$ cat config.mk
export PLATFORM = sky130hd
export DESIGN_NAME = extension_header_chain_checker_top
export DESIGN_NICKNAME = d
export VERILOG_FILES = /design/src/design/ehcc_pkg.sv /design/src/design/ehcc_step.sv /design/src/design/ehcc_outbuf.sv /design/src/design/extension_header_chain_checker_top.sv
export SDC_FILE = /design/constraint.sdc
export NUM_CORES = 1
export LEC_CHECK = 0
export ABC_AREA = 1
export BUFFER_PORTS_ARGS = -buffer_cell sky130_fd_sc_hd__buf_2
export CORE_UTILIZATION = 50
export DETAILED_ROUTE_END_ITERATION = 10
export GPL_TIMING_DRIVEN = 1
export HOLD_SLACK_MARGIN = 0.02
export PLACE_DENSITY_LB_ADDON = 0.1
export SKIP_CTS_REPAIR_TIMING = 1
export SLEW_MARGIN = 5
export SYNTH_ARGS = -nofsm -noshare
export SYNTH_HDL_FRONTEND = slang
export SYNTH_SLANG_ARGS = --single-unit
$ cat constraint.sdc
create_clock -name clk -period 6.5 [get_ports clk]
set_input_delay 0.975 -clock clk [delete_from_list [all_inputs] [get_ports clk]]
set_output_delay 0.975 -clock clk [all_outputs]
set_load 0.005 [all_outputs]
$ cat src/design/ehcc_pkg.sv
// Shared types and constants for the extension header chain checker.
`default_nettype none

package ehcc_pkg;

  localparam logic       CMD_BEGIN      = 1'b0;
  localparam logic       CMD_BYTE       = 1'b1;
  localparam logic       STATUS_VALID   = 1'b0;
  localparam logic       STATUS_INVALID = 1'b1;
  localparam logic [2:0] LEN_CODE_NONE  = 3'd0;
  localparam logic [2:0] LEN_CODE_MAX   = 3'd5;
  localparam logic [15:0] MIN_PROTOCOL_TYPE_RESET = 16'd1536;

  typedef struct packed {
    logic        cmd;
    logic [15:0] first_type;
    logic [11:0] area_length;
    logic [7:0]  data_byte;
  } in_item_t;

  typedef struct packed {
    logic        status;
    logic [15:0] proto_type;
    logic [11:0] consumed_length;
  } out_item_t;

  typedef struct packed {
    logic        walking;
    logic [15:0] cur_type;
    logic [12:0] chain_offset;
    logic [11:0] byte_position;
    logic [11:0] area_limit;
    logic [7:0]  held_high_byte;
  } chain_state_t;

  typedef struct packed {
    chain_state_t state;
    logic         emit;
    out_item_t    result;
  } step_out_t;

endpackage

`default_nettype wire

$ cat src/design/ehcc_step.sv
// Combinational chain step: next walk state and result for one request.
`default_nettype none

module ehcc_step import ehcc_pkg::*; #(
  parameter int MAX_AREA_BYTES = 4095
) (
  input  wire in_item_t     item,
  input  wire chain_state_t state,
  input  wire logic [15:0]  min_type,
  output step_out_t         step
);

  localparam logic [16:0] MaxArea = 17'(MAX_AREA_BYTES);

  typedef struct packed {
    logic        walk;
    logic [12:0] offset;
    logic        emit;
    out_item_t   result;
  } adv_t;

  // Examine a type word at the current offset.
  function automatic adv_t advance(input logic [15:0] ct, input logic [12:0] off,
                                   input logic [11:0] lim, input logic [15:0] min_t);
    adv_t        a;
    logic [2:0]  code;
    logic [12:0] off2;
    logic        done;
    logic        bad;
    code = ct[10:8];
    off2 = off + {9'd0, code, 1'b0};
    done = 1'b0;
    bad  = 1'b0;
    if (off >= {1'b0, lim} || ct[15:11] != 5'd0) begin
      done = 1'b1;
    end else if (code == LEN_CODE_NONE || code > LEN_CODE_MAX) begin
      done = 1'b1;
      bad  = 1'b1;
    end else if (off2 > {1'b0, lim}) begin
      done = 1'b1;
      bad  = 1'b1;
    end
    if (ct < min_t) begin
      bad = 1'b1;
    end
    a.walk   = !done;
    a.offset = off2;
    a.emit   = done;
    if (bad) begin
      a.result = '{status: STATUS_INVALID, proto_type: 16'd0, consumed_length: 12'd0};
    end else begin
      a.result = '{status: STATUS_VALID, proto_type: ct, consumed_length: off2[11:0]};
    end
    // A clean end leaves the offset where it stood.
    if (done && !bad) begin
      a.result.consumed_length = off[11:0];
    end
    return a;
  endfunction

  logic [11:0] lim_sat;
  logic [13:0] pos_ext;
  logic [13:0] off_ext;
  logic [15:0] joined_type;
  adv_t        adv_begin;
  adv_t        adv_byte;

  always_comb begin
    if ({5'd0, item.area_length} > MaxArea) begin
      lim_sat = MaxArea[11:0];
    end else begin
      lim_sat = item.area_length;
    end
    pos_ext     = {2'd0, state.byte_position};
    off_ext     = {1'b0, state.chain_offset};
    joined_type = {state.held_high_byte, item.data_byte};
    adv_begin   = advance(item.first_type, 13'd0, lim_sat, min_type);
    adv_byte    = advance(joined_type, state.chain_offset, state.area_limit, min_type);

    step.state  = state;
    step.emit   = 1'b0;
    step.result = adv_byte.result;

    if (item.cmd == CMD_BEGIN) begin
      step.state.cur_type       = item.first_type;
      step.state.area_limit     = lim_sat;
      step.state.byte_position  = 12'd0;
      step.state.held_high_byte = 8'd0;
      step.state.walking        = adv_begin.walk;
      step.state.chain_offset   = adv_begin.walk ? adv_begin.offset : 13'd0;
      step.emit                 = adv_begin.emit;
      step.result               = adv_begin.result;
    end else if (state.walking) begin
      step.state.byte_position = state.byte_position + 12'd1;
      if (pos_ext + 14'd2 == off_ext) begin
        step.state.held_high_byte = item.data_byte;
      end else if (pos_ext + 14'd1 == off_ext) begin
        step.state.cur_type = joined_type;
        step.state.walking  = adv_byte.walk;
        if (adv_byte.walk) begin
          step.state.chain_offset = adv_byte.offset;
        end
        step.emit = adv_byte.emit;
      end
    end
  end

endmodule

`default_nettype wire

$ cat src/design/ehcc_outbuf.sv
// Two-entry result buffer that decouples the result side from the step stage.
`default_nettype none

module ehcc_outbuf import ehcc_pkg::*; (
  input  wire             clk,
  input  wire             rst,
  input  wire             push,
  input  wire out_item_t  push_item,
  output logic            has_space,
  output logic            out_valid,
  input  wire             out_ready,
  output out_item_t       out_data
);

  logic [1:0] count;
  out_item_t  head;
  out_item_t  tail;
  logic       pop;

  assign pop       = out_valid && out_ready;
  assign out_valid = count != 2'd0;
  assign has_space = count != 2'd2;
  assign out_data  = head;

  always_ff @(posedge clk) begin
    if (rst) begin
      count <= 2'd0;
    end else begin
      case (count)
        2'd0: begin
          if (push) begin
            count <= 2'd1;
          end
        end
        2'd1: begin
          if (push && !pop) begin
            count <= 2'd2;
          end else if (!push && pop) begin
            count <= 2'd0;
          end
        end
        2'd2: begin
          if (pop) begin
            count <= 2'd1;
          end
        end
        default: begin
          count <= 2'd0;
        end
      endcase
    end
  end

  always_ff @(posedge clk) begin
    case (count)
      2'd0: begin
        if (push) begin
          head <= push_item;
        end
      end
      2'd1: begin
        if (push && pop) begin
          head <= push_item;
        end else if (push) begin
          tail <= push_item;
        end
      end
      2'd2: begin
        if (pop) begin
          head <= tail;
        end
      end
      default: begin
        head <= push_item;
      end
    endcase
  end

endmodule

`default_nettype wire

$ cat src/design/extension_header_chain_checker_top.sv
// Top level of the extension header chain checker: request stage, chain state, results.
//
//   channel | direction | handshake            | payload
//   --------+-----------+----------------------+---------------------------------------
//   in      | input     | in_valid / in_ready  | in_data: cmd, first_type, area_length,
//           |           |                      |          data_byte
//   out     | output    | out_valid / out_ready| out_data: status, proto_type,
//           |           |                      |           consumed_length
//   cfg     | input     | cfg_valid / cfg_ready| cfg_data: minimum protocol type
//
// One request per cycle while the result buffer has space: an accepted request is
// held in the request register and decided there by the chain step logic once the
// buffer has space. A request that ends a walk pushes its result into the buffer,
// which drives out. The chain state registers take one step per decided request. A
// stalled result side fills a two-entry buffer; in_ready drops only while that buffer
// is full and a request is held. Synchronous reset clears the walk and the
// buffer and loads the minimum protocol type with 1536. cfg_ready is always high.
`default_nettype none

module extension_header_chain_checker_top import ehcc_pkg::*; #(
  parameter int MAX_AREA_BYTES = 4095
) (
  input  wire             clk,
  input  wire             rst,
  input  wire             in_valid,
  output logic            in_ready,
  input  wire in_item_t   in_data,
  output logic            out_valid,
  input  wire             out_ready,
  output out_item_t       out_data,
  input  wire             cfg_valid,
  output logic            cfg_ready,
  input  wire [15:0]      cfg_data
);

  logic         stage_valid;
  in_item_t     stage_item;
  chain_state_t chain;
  logic [15:0]  min_type;
  step_out_t    step;
  logic         buf_space;
  logic         fire;

  // Decide the held request only when its result has somewhere to go.
  assign fire      = stage_valid && buf_space;
  assign in_ready  = !stage_valid || buf_space;
  assign cfg_ready = 1'b1;

  // Request register.
  always_ff @(posedge clk) begin
    if (rst) begin
      stage_valid <= 1'b0;
    end else if (in_valid && in_ready) begin
      stage_valid <= 1'b1;
    end else if (fire) begin
      stage_valid <= 1'b0;
    end
  end

  always_ff @(posedge clk) begin
    if (in_valid && in_ready) begin
      stage_item <= in_data;
    end
  end

  // Chain walk state; advance once per decided request.
  always_ff @(posedge clk) begin
    if (rst) begin
      chain <= '0;
    end else if (fire) begin
      chain <= step.state;
    end
  end

  // Minimum protocol type register.
  always_ff @(posedge clk) begin
    if (rst) begin
      min_type <= MIN_PROTOCOL_TYPE_RESET;
    end else if (cfg_valid && cfg_ready) begin
      min_type <= cfg_data;
    end
  end

  ehcc_step #(
    .MAX_AREA_BYTES(MAX_AREA_BYTES)
  ) u_step (
    .item    (stage_item),
    .state   (chain),
    .min_type(min_type),
    .step    (step)
  );

  ehcc_outbuf u_outbuf (
    .clk      (clk),
    .rst      (rst),
    .push     (fire && step.emit),
    .push_item(step.result),
    .has_space(buf_space),
    .out_valid(out_valid),
    .out_ready(out_ready),
    .out_data (out_data)
  );

endmodule

`default_nettype wire
Word-level counts from Yosys, hierarchy flattened:

Cells that the tools add are included.

* flip-flop bits (word level): 160
* bits in latches: 0
* bits in writable memories: 0
* memory bits (read-only): 0
* bits of input ports: 58
* output and inout port bits: 32
* word-level logic and storage cells: 118
* memories kept: 0

* add/sub/neg operators: 4
* $mul: 0
* div/mod/pow operators: 0
* order comparisons: 8
* equality and inequality tests: 14
* shifts and indexed selects: 0
* multiplexer cells: 37
* bitwise logic cells: 2
* reduce and logical (&&, ||, !) cells: 35

Operator list (count)
* $mux 29: 6
* $pmux 29 s3: 1
* $mux 42: 2
* $mux 30: 2
* $lt 16x16->1: 2
* $eq 14x13->1: 2
* $mux 12: 2
* $mux 9: 2
* $mux 1: 14
* $add 12x1->13 const B: 1
* $add 12x2->13 const B: 1
* $add 13x4->13: 1
* $ge 13x12->1: 1
* $gt 13x12->1: 1
* $mux 13: 1
* $add 12x1->12 const B: 1
* $ge 1x12->1 const A: 1
* $gt 4x12->1: 1
* $reduce_and 3->1: 4
* $ne 2x1->1 const B: 5
* $reduce_bool 5->1: 2
* $logic_and 1x1->1: 9
* $mux 2: 4
* $mux 8: 1
* other kinds (15): 33

Longest topological paths before layout:

Gate-level depths: netlist of run 1.

* word-level depth: 15
* mapped depth: 28
* gate-level depth less buffers: 28

Hierarchy:

A second synthesis of run 1 with hierarchy kept.

* cells, all modules: 1469
* area total of the unflattened synthesis: 11168.2 µm²

By module, submodules not included
* ehcc_step: instances 1, cells an instance 841, area an instance 4535.6 µm², sequential area each 0.0 µm²
* extension_header_chain_checker_top: instances 1, cells an instance 509, area an instance 4252.8 µm², sequential area each 2692.6 µm²
* ehcc_outbuf: instances 1, cells an instance 119, area an instance 2379.8 µm², sequential area each 1781.7 µm²

Worst setup path before layout of run 1:

OpenSTA, ideal clock, no wires.

* path kind: register to register
* start: register chain[0] (netlist bit)
* end: register u_outbuf.head (netlist bit u_outbuf.out_data[0]) (enable)
* arrival time: 4.201 ns
* slack: 1.874 ns
* stages on the path, launching flop included: 26
* path buffers: 0
* path through: dfxtp_1 > ha_1 > fa_1 > nand2_1 > inv_1 > o21ai_0 > nor2_1 > inv_1 > nor2_1 > xor2_1 > inv_1 > ha_1 > nand2_1 > inv_1 > nand2_1 > nor2_1 > nand2_1 > nand3_1 > nand3_1 > nand2_1 > nand2_1 > nand3_1 > nand2_1 > nand2_1 > nand2_1 > a21oi_1

* longest elaborated chain between the ends: 13
* elaborated cells on any way between the ends: 17
* those cells by class: add/sub (1); order compare (2); eq/ne (2); mux (7); reduce/logical (5)

Ends and longest elaborated chain
* start, declared: RTL line extension_header_chain_checker_top.sv:38 `chain_state_t chain;`
* start signal, assigned: RTL line extension_header_chain_checker_top.sv:71 `chain <= step.state;`
* $add 13x4->13: RTL line ehcc_step.sv:31 `off2 = off + {9'd0, code, 1'b0};`
* $gt 13x12->1: RTL line ehcc_step.sv:39 `end else if (off2 > {1'b0, lim}) begin`
* $mux 1: RTL line ehcc_step.sv:39
* $mux 1 *: RTL line ehcc_step.sv:36 `end else if (code == LEN_CODE_NONE || code > LEN_CODE_MAX) begin`
* $mux 1 *: RTL line ehcc_step.sv:34 `if (off >= {1'b0, lim} || ct[15:11] != 5'd0) begin`
* $mux 1 *: RTL line ehcc_step.sv:97 `end else if (pos_ext + 14'd1 == off_ext) begin`
* $mux 1 *: RTL line ehcc_step.sv:95 `if (pos_ext + 14'd2 == off_ext) begin`
* $mux 9 *: RTL line ehcc_step.sv:93 `end else if (state.walking) begin`
* $mux 9 *: RTL line ehcc_step.sv:84 `if (item.cmd == CMD_BEGIN) begin`
* $logic_and 1x1->1 *: RTL line extension_header_chain_checker_top.sv:96 `.push (fire && step.emit),`
* $logic_and 1x1->1: RTL line ehcc_outbuf.sv:62 `if (push && pop) begin`
* $ne 2x1->1 (no source line)
* $reduce_and 3->1 (no source line) *
* end signal, assigned: RTL line ehcc_outbuf.sv:58 `head <= push_item;`
* end signal, assigned: RTL line ehcc_outbuf.sv:63 `head <= push_item;`
* end signal, assigned: RTL line ehcc_outbuf.sv:70 `head <= tail;`
* end, declared: RTL line ehcc_outbuf.sv:16 `out_item_t head;`

Every way passes the cells marked *; elsewhere a longest branch is shown, timed or not. The select of a mux whose other input is x is not followed.
A chain may end at the register's enable or synchronous reset.

Worst setup path after layout of run 1:

* start: register chain[33] (netlist bit)
* end: register u_outbuf.tail[10] (netlist bit) (enable)

* longest elaborated chain between the ends: 13
* elaborated cells on any way between the ends: 17
* those cells by class: add/sub (1); order compare (2); eq/ne (2); mux (7); bitwise (1); reduce/logical (4)

Ends and longest elaborated chain
* $add 13x4->13: RTL line ehcc_step.sv:31
* $gt 13x12->1: RTL line ehcc_step.sv:39
* $mux 1: RTL line ehcc_step.sv:39
* $mux 1: RTL line ehcc_step.sv:36
* $mux 1: RTL line ehcc_step.sv:34
* $mux 1: RTL line ehcc_step.sv:97
* $mux 1 *: RTL line ehcc_step.sv:95
* $mux 9 *: RTL line ehcc_step.sv:93
* $mux 9 *: RTL line ehcc_step.sv:84
* $logic_and 1x1->1 *: RTL line extension_header_chain_checker_top.sv:96
* $logic_and 1x1->1: RTL line ehcc_outbuf.sv:62
* $not 1->1 (no source line)
* $reduce_and 3->1 (no source line) *
* end signal, assigned: RTL line ehcc_outbuf.sv:65 `tail <= push_item;`
* end, declared: RTL line ehcc_outbuf.sv:17 `out_item_t tail;`

Marks and branches as above.

==> results.md, run 1 <==
- Pleak: 4.29 nW
- Fill count: 1522
- Number of input and output port buffers inserted: 88
- Library cell occupying the most area in the post-synthesis netlist: sky130_fd_sc_hd__edfxtp_1
- Number of antenna violations at the first check in global routing: 0
- Number of enable-type register cells in the synthesized netlist: 95
- Initial standard-cell utilization of the core: 0.515
- Count of cell types in the netlist: 43
- Area of the placeable core: 16700 µm²
- Number of top-level design ports: 90
- FF+latch area: approximately 4100 µm²
- WL final: 19900 µm
- Max cap viols: 0
- Most frequent cell after synthesis: sky130_fd_sc_hd__nand2_1
- Cell types occupying the most area after synthesis: sky130_fd_sc_hd__edfxtp_1 33%, sky130_fd_sc_hd__dfxtp_1 15%, sky130_fd_sc_hd__ha_1 8.7%
- Total die area: approximately 18000 µm²
- TritonCTS clock tree: yes
- H-tree depth: 4
- Ys Warns: 0
- Drt first-iter violations: 548
- Number of antenna repair diodes: 0
- Post-synth ARST share: 0
- Average detailed-routed wire length per instance: between 15 and 20 µm
- Number of slew-limit violations in the final report: 0
- Global placer's final weighted congestion: 0.875
- WS Path Type: reg -> reg
- Cell area power density: 252 nW/µm²
- Synthesized net count: 1124
- Arrival time of data at the critical path endpoint: approximately 4.8 ns
- DRT met1 WL: 10400 µm
- Sequential-to-total area share from yosys stat: 0.480
- Met3 wirelength from detailed routing: 1040 µm
- Worst slew pin tran: 1.11 ns
- Post-route DRC violation count: 0
- Footprint of the multi-input gates: 3890 µm²
- DPL Wire Length: between 15000 and 20000 µm
- Number of clock sinks: around 160
- Largest fanout on the critical path: 20
- Largest net degree at the start of global routing: between 40 and 50
- Crit path capture type: flop
- Final Hold Slack: 0.499 ns
- Routed via count: 6922
- Post-synthesis instance area: 8610 µm²
- Cell Rows: 47
- Number of global-route vias before repair: 6236
- CTS clock-pin slew for the worst setup and hold paths: 0.07 ns
- Later-pin clock latency in the skew report: 0.43 ns
- Via density: between 5 and 6
- TNS Setup: 0 ns
- Detailed route wirelength on metal2: a little over 8000 µm
- Data required time at the worst endpoint: 6.61 ns
- Largest stage delay on the critical path: 0.46 ns
- Gr ovfl total: 0
- First-pass detailed-route iteration total: 5
- Critical path launch point type: flop
- Worst setup skew after layout: 0.00954 ns
- Slowest CP cell: sky130_fd_sc_hd__nor2_2
- Tmin final: about 4.7 ns
- Synthesized area per cell: 8.57 µm²
- Worst slew margin relative to its limit: 0.254
- Global-route wire length before repair: ~32000 µm
- Global-route usage over all layers: 0.233
- Area growth from synthesis to final layout: 14.4%
- Final setup violation count: 0
- Commonest cells in the netlist: 188 x sky130_fd_sc_hd__nand2_1, 112 x sky130_fd_sc_hd__inv_1, 95 x sky130_fd_sc_hd__a21oi_1, 95 x sky130_fd_sc_hd__edfxtp_1, 83 x sky130_fd_sc_hd__nor2_1
- Number of buffers on the longest clock path: 2
- Share of the synthesized area in the top cell type: 0.331
- Count of state elements after synthesis: 159
- Die Span Y: 133 µm
- Outcome: finished, final reports clean
- Cell count after synthesis: 1005
- Count of antenna-violating nets left after detailed routing: 0
- Worst VDD drop: 0.185 mV
- Setup repair after global routing missed its margin: false
- Die X-Extent: 133 µm
- Portion of the clock cycle consumed by the worst path in the final layout: 0.717
- Nets: about 1200
- Final Hold Fails: 0
- Most common cell on crit path: sky130_fd_sc_hd__nand2_1
- Layout cells sized above 1: 0.134
- Topmost layer with routed signal wires: met4
- Number of buffers added by the clock tree synthesis step: 17
- Post-synth top flop: sky130_fd_sc_hd__edfxtp_1
- F_max: about 210 MHz
- Path type of the worst min-delay path: reg -> reg
- Root buffer cell: sky130_fd_sc_hd__clkbuf_16
[routing by layer]
metal | GRT usage | vias up
met5 | 0 | -
met4 | 0.0726 | 0
met3 | 0.0308 | 22
met2 | 0.335 | 203
met1 | 0.362 | 3106
li1 | - | 3591
[area by class of cell]
type / instances / share of cell area
Multi-Input combinational cell: 695 / 0.395
Inverter: 120 / 0.0457
Tap cell: 220 / 0.0280
Clock inverter: 14 / 0.0197
Clock buffer: 18 / 0.0436
Timing Repair Buffer: 93 / 0.0485
Sequential cell: 159 / 0.420
[critical path, delay by kind of cell (launching register included)]
| kind | cells | cell delay, ns |
|---|---|---|
| DFF | 1 | 0.37 |
| AOI/OAI and AO/OA | 1 | 0.22 |
| buffers and inverters | 5 | 0.68 |
| xor gates and xnor gates | 1 | 0.19 |
| and+or+nand+nor | 16 | 1.97 |
| adders and majority gates | 3 | 0.90 |
[logic make-up (layout without fill, tap and decap cells)]
logic type,Yosys count,after routing,share of synthesized area
AO/OA/AOI/OAI,200,200,0.122
XOR/XNOR,24,24,0.0260
adder cells (fa/ha/maj),61,61,0.0895
buffers and inverters,151,245,0.0687
flip-flops,159,159,0.480
other,2,2,0.000872
AND/OR/NAND/NOR,408,408,0.213
[power breakdown]
group	leakage [nW]	switching (W)	internal (W)
registers	1.41	0.0000301	0.00111
logic	2.57	0.000172	0.0000980
clock network	0.307	0.000450	0.000622
[stage by stage]
| step | instance area, µm² | setup slack [ns] | cells | utilization | power, W |
|---|---|---|---|---|---|
| final | 9850 | 1.84 | 1319 | 0.590 | 0.00248 |
| after global routing | 9850 | 1.29 | 1319 | 0.590 | 0.00257 |
| after CTS | 9850 | 1.85 | 1319 | 0.590 | 0.00249 |
| after detailed placement | 9220 | 1.87 | 1287 | 0.552 | 0.00143 |
| after global placement | 9220 | 2.02 | 1287 | 0.552 | 0.00143 |
| after floorplan | 8610 | 1.87 | 1005 | - | 0.00134 |
[cell usage in the layout, fill, tap and decap left out, drive strengths merged]
cell	instances
xnor2	8
clkinv	6
nor4	3
o21a	2
bufinv	3
fa	1
dfxtp	64
nor2	90
o31ai	1
o22ai	3
nand2	194
o21bai	1
a21o	2
o21ai	76
a21oi	95
clkbuf	18
o211ai	2
or2	2
xor2	15
nand4	19
edfxtp	95
nand3	79
conb	2
xnor3	1
inv	125
nor3	16
ha	60
and2	1
buf	93
nand3b	4
a31oi	18
[path summary, 6_finish.rpt]
path	from	end	slack, ns	depth (start not counted)
worst min register to register	min_type[15]$_SDFFE_PP0P_	min_type[15]$_SDFFE_PP0P_	0.50	2
worst min-delay path	min_type[15]$_SDFFE_PP0P_	min_type[15]$_SDFFE_PP0P_	0.50	2
worst max-delay path	chain[33]$_SDFFE_PP0P_	u_outbuf.tail[10]$_DFFE_PP_	1.84	26
worst max register to register	chain[33]$_SDFFE_PP0P_	u_outbuf.tail[10]$_DFFE_PP_	1.84	26
[registers in the layout (all words and copies together), names as in the netlist]
register,flops
chain,45
min_type,16
stage_item,37
stage_valid,1
u_outbuf.count,2
u_outbuf.out_data,29
u_outbuf.tail,29
Power figures use the tool's default switching activity.
==> inputs of run 2 (changes only) <==
==> constraint.sdc (replaced) <==
create_clock -name clk -period 4.5 [get_ports clk]
set_input_delay 0.675 -clock clk [delete_from_list [all_inputs] [get_ports clk]]
set_output_delay 0.675 -clock clk [all_outputs]
set_load 0.005 [all_outputs]
==> results.md, run 2 (synthesis gave the netlist of run 1 again) <==
- Drt first-iter violations: 497
- Part of the power in registers: 0.476
- Number of clock sinks: 159
- Cell area power density: roughly 350 nW/µm²
- WS Path Type: reg -> reg
- Number of antenna violations at the first check in global routing: 0
- Area growth from synthesis to final layout: 14.5%
- Startpoint of the most critical hold path: in_data[30]
- Power spent charging and discharging nets: 0.000977 W
- Number of antenna repair diodes: 0
- Global-route wire length before repair: 33700 µm
- Portion of the clock cycle consumed by the worst path in the final layout: 0.879
- TNS Setup: 0 ns
- Tmin final: slightly below 4 ns
- Largest fanout on the critical path: 20
- Internal power contribution: 0.00249 W
- F_max: 253 MHz
- Root buffer cell: sky130_fd_sc_hd__clkbuf_16
- Global placer's final weighted congestion: between 0.8 and 0.9
- Leading cell types in the layout, fill and taps excluded: 188 x sky130_fd_sc_hd__nand2_1, 112 x sky130_fd_sc_hd__inv_1, 95 x sky130_fd_sc_hd__edfxtp_1
- Final setup violation count: 0
- Largest register by flop count: chain
- Data required time at the worst endpoint: 4.63 ns
- CTS clock-pin slew for the worst setup and hold paths: ~0.07 ns
- Flip-flop count of the largest register after layout: 45
- Largest net degree at the start of global routing: 41
- Routed via count: 7093
- Number of input and output port buffers inserted: 88
- Fill count: 1521
- Number of top-level design ports: 90
- Most frequent standard cell in the layout excluding fill and tap cells: sky130_fd_sc_hd__nand2_1
- Setup crit start: chain[33]$_SDFFE_PP0P_
- Pleak: 4.29 nW
- Critical path launch point type: flop
- Worst setup skew after layout: approximately 0.012 ns
- Nets: 1211
- Via density: about 5.4
- Crit path capture type: flop
- Post-route DRC violation count: 0
- Total die area: 17700 µm²
- Gr ovfl total: 0
- First-pass detailed-route iteration total: 5
- Cell Rows: 47
- Number of buffers added by the clock tree synthesis step: 17
- Later-pin clock latency in the skew report: approximately 0.45 ns
- Final Hold Slack: 0.399 ns
- Layout cells sized above 1: 0.140
- Reg-to-reg startpoint: chain[33]$_SDFFE_PP0P_
- Path type of the worst min-delay path: in -> reg
- Arrival time of data at the critical path endpoint: 4.09 ns
- Number of slew-limit violations in the final report: 0
- Number of global-route vias before repair: 6457
- H-tree depth: 4
- Initial standard-cell utilization of the core: 0.515
- Final core utilization: 0.590
- Count of antenna-violating nets left after detailed routing: 0
- Worst VDD drop: ~0.28 mV
- Sw Ratio: 0.282
- Die Span Y: roughly 130 µm
- Power consumption: around 0.0035 W
- Worst slew margin relative to its limit: 0.454
- Max cap viols: 0
- Power share of the clock group: 0.409
- Worst slew pin tran: 0.816 ns
- Post-route worst setup slack: 0.545 ns
- Outcome: finished, final reports clean
- Registers with the highest flip-flop counts: chain (45), stage_item (37)
- Setup repair after global routing missed its margin: false
- Average detailed-routed wire length per instance: 15.6 µm
- Final Hold Fails: 0
- Combinational Power Share: 0.115
- Die X-Extent: approximately 130 µm
- WL final: around 21000 µm
- DPL Wire Length: 15300 µm
- TritonCTS clock tree: yes
- Global-route usage over all layers: 0.245
- Area of the placeable core: 16700 µm²
- Place WS: 0.563 ns
- Number of buffers on the longest clock path: 2
run 2: cell count changes in the layout (fill, tap and decap cells not counted), sizes merged:
cell and delta:
clkbuf -1, clkinvlp +2, clkinv +5, bufinv -3, inv -3, buf +6
run 2: per-layer routing:
layer,vias up,routed length (µm),track usage
met4,0,385,0.0865
met5,-,0,0
met2,243,8430,0.343
li1,3601,-,-
met1,3219,10400,0.378
met3,30,1430,0.0419
run 2: worst paths after layout:
path | endpoint | slack (ns) | cells past startpoint
hold reg to reg | min_type[8]$_SDFFE_PP0P_ | 0.50 | 2
setup / recovery | u_outbuf.out_data[8]$_DFFE_PP_ | 0.55 | 26
hold / removal | stage_item[30]$_DFFE_PP_ | 0.40 | 1
setup reg to reg | u_outbuf.out_data[8]$_DFFE_PP_ | 0.55 | 26
run 2: power by group through the flow:
stage	clock (W)	sequential (W)	combinational [W]
2_1_floorplan	0	0.00166	0.000276
3_3_place_gp	0	0.00168	0.000383
3_5_place_dp	0	0.00168	0.000389
4_1_cts	0.00143	0.00165	0.000393
5_1_grt	0.00149	0.00165	0.000456
6_report	0.00142	0.00165	0.000396
run 2: area by class of cell:
cell class,count,area [µm²],share of cell area
Sequential cell,159,4130,0.420
Clock buffer,17,425,0.0432
Inverter,120,453,0.0460
Multi-Input combinational cell,695,3890,0.394
Tap cell,220,275,0.0279
Timing Repair Buffer,99,527,0.0535
Clock inverter,15,154,0.0156
run 2: worst max-delay path, stage by stage, from the launching register on:
cell and delay [ns]:
sky130_fd_sc_hd__dfxtp_1 0.38, sky130_fd_sc_hd__ha_1 0.24, sky130_fd_sc_hd__fa_1 0.38, sky130_fd_sc_hd__nand2_1 0.07, sky130_fd_sc_hd__inv_1 0.04, sky130_fd_sc_hd__o21ai_0 0.19, sky130_fd_sc_hd__nor2_1 0.08, sky130_fd_sc_hd__inv_1 0.10
sky130_fd_sc_hd__nor2_1 0.06, sky130_fd_sc_hd__xor2_1 0.19, sky130_fd_sc_hd__inv_1 0.10, sky130_fd_sc_hd__ha_1 0.28, sky130_fd_sc_hd__nand2_1 0.06, sky130_fd_sc_hd__inv_1 0.07, sky130_fd_sc_hd__nand2_1 0.05, sky130_fd_sc_hd__nor2_1 0.12
sky130_fd_sc_hd__nand2_1 0.07, sky130_fd_sc_hd__nand3_1 0.06, sky130_fd_sc_hd__nand3_1 0.06, sky130_fd_sc_hd__nand2_1 0.06, sky130_fd_sc_hd__nand2_1 0.08, sky130_fd_sc_hd__nand3_1 0.21, sky130_fd_sc_hd__nand2_1 0.09, sky130_fd_sc_hd__nand2_1 0.07
sky130_fd_sc_hd__nand2_1 0.12, sky130_fd_sc_hd__a21oi_2 0.18, sky130_fd_sc_hd__buf_6 0.23
run 2: metrics by stage:
step / cells / area, µm²
floorplan: 1005 / 8610
global placement: 1293 / 9270
detailed placement: 1293 / 9270
CTS: 1325 / 9850
global route: 1325 / 9850
finish: 1325 / 9850
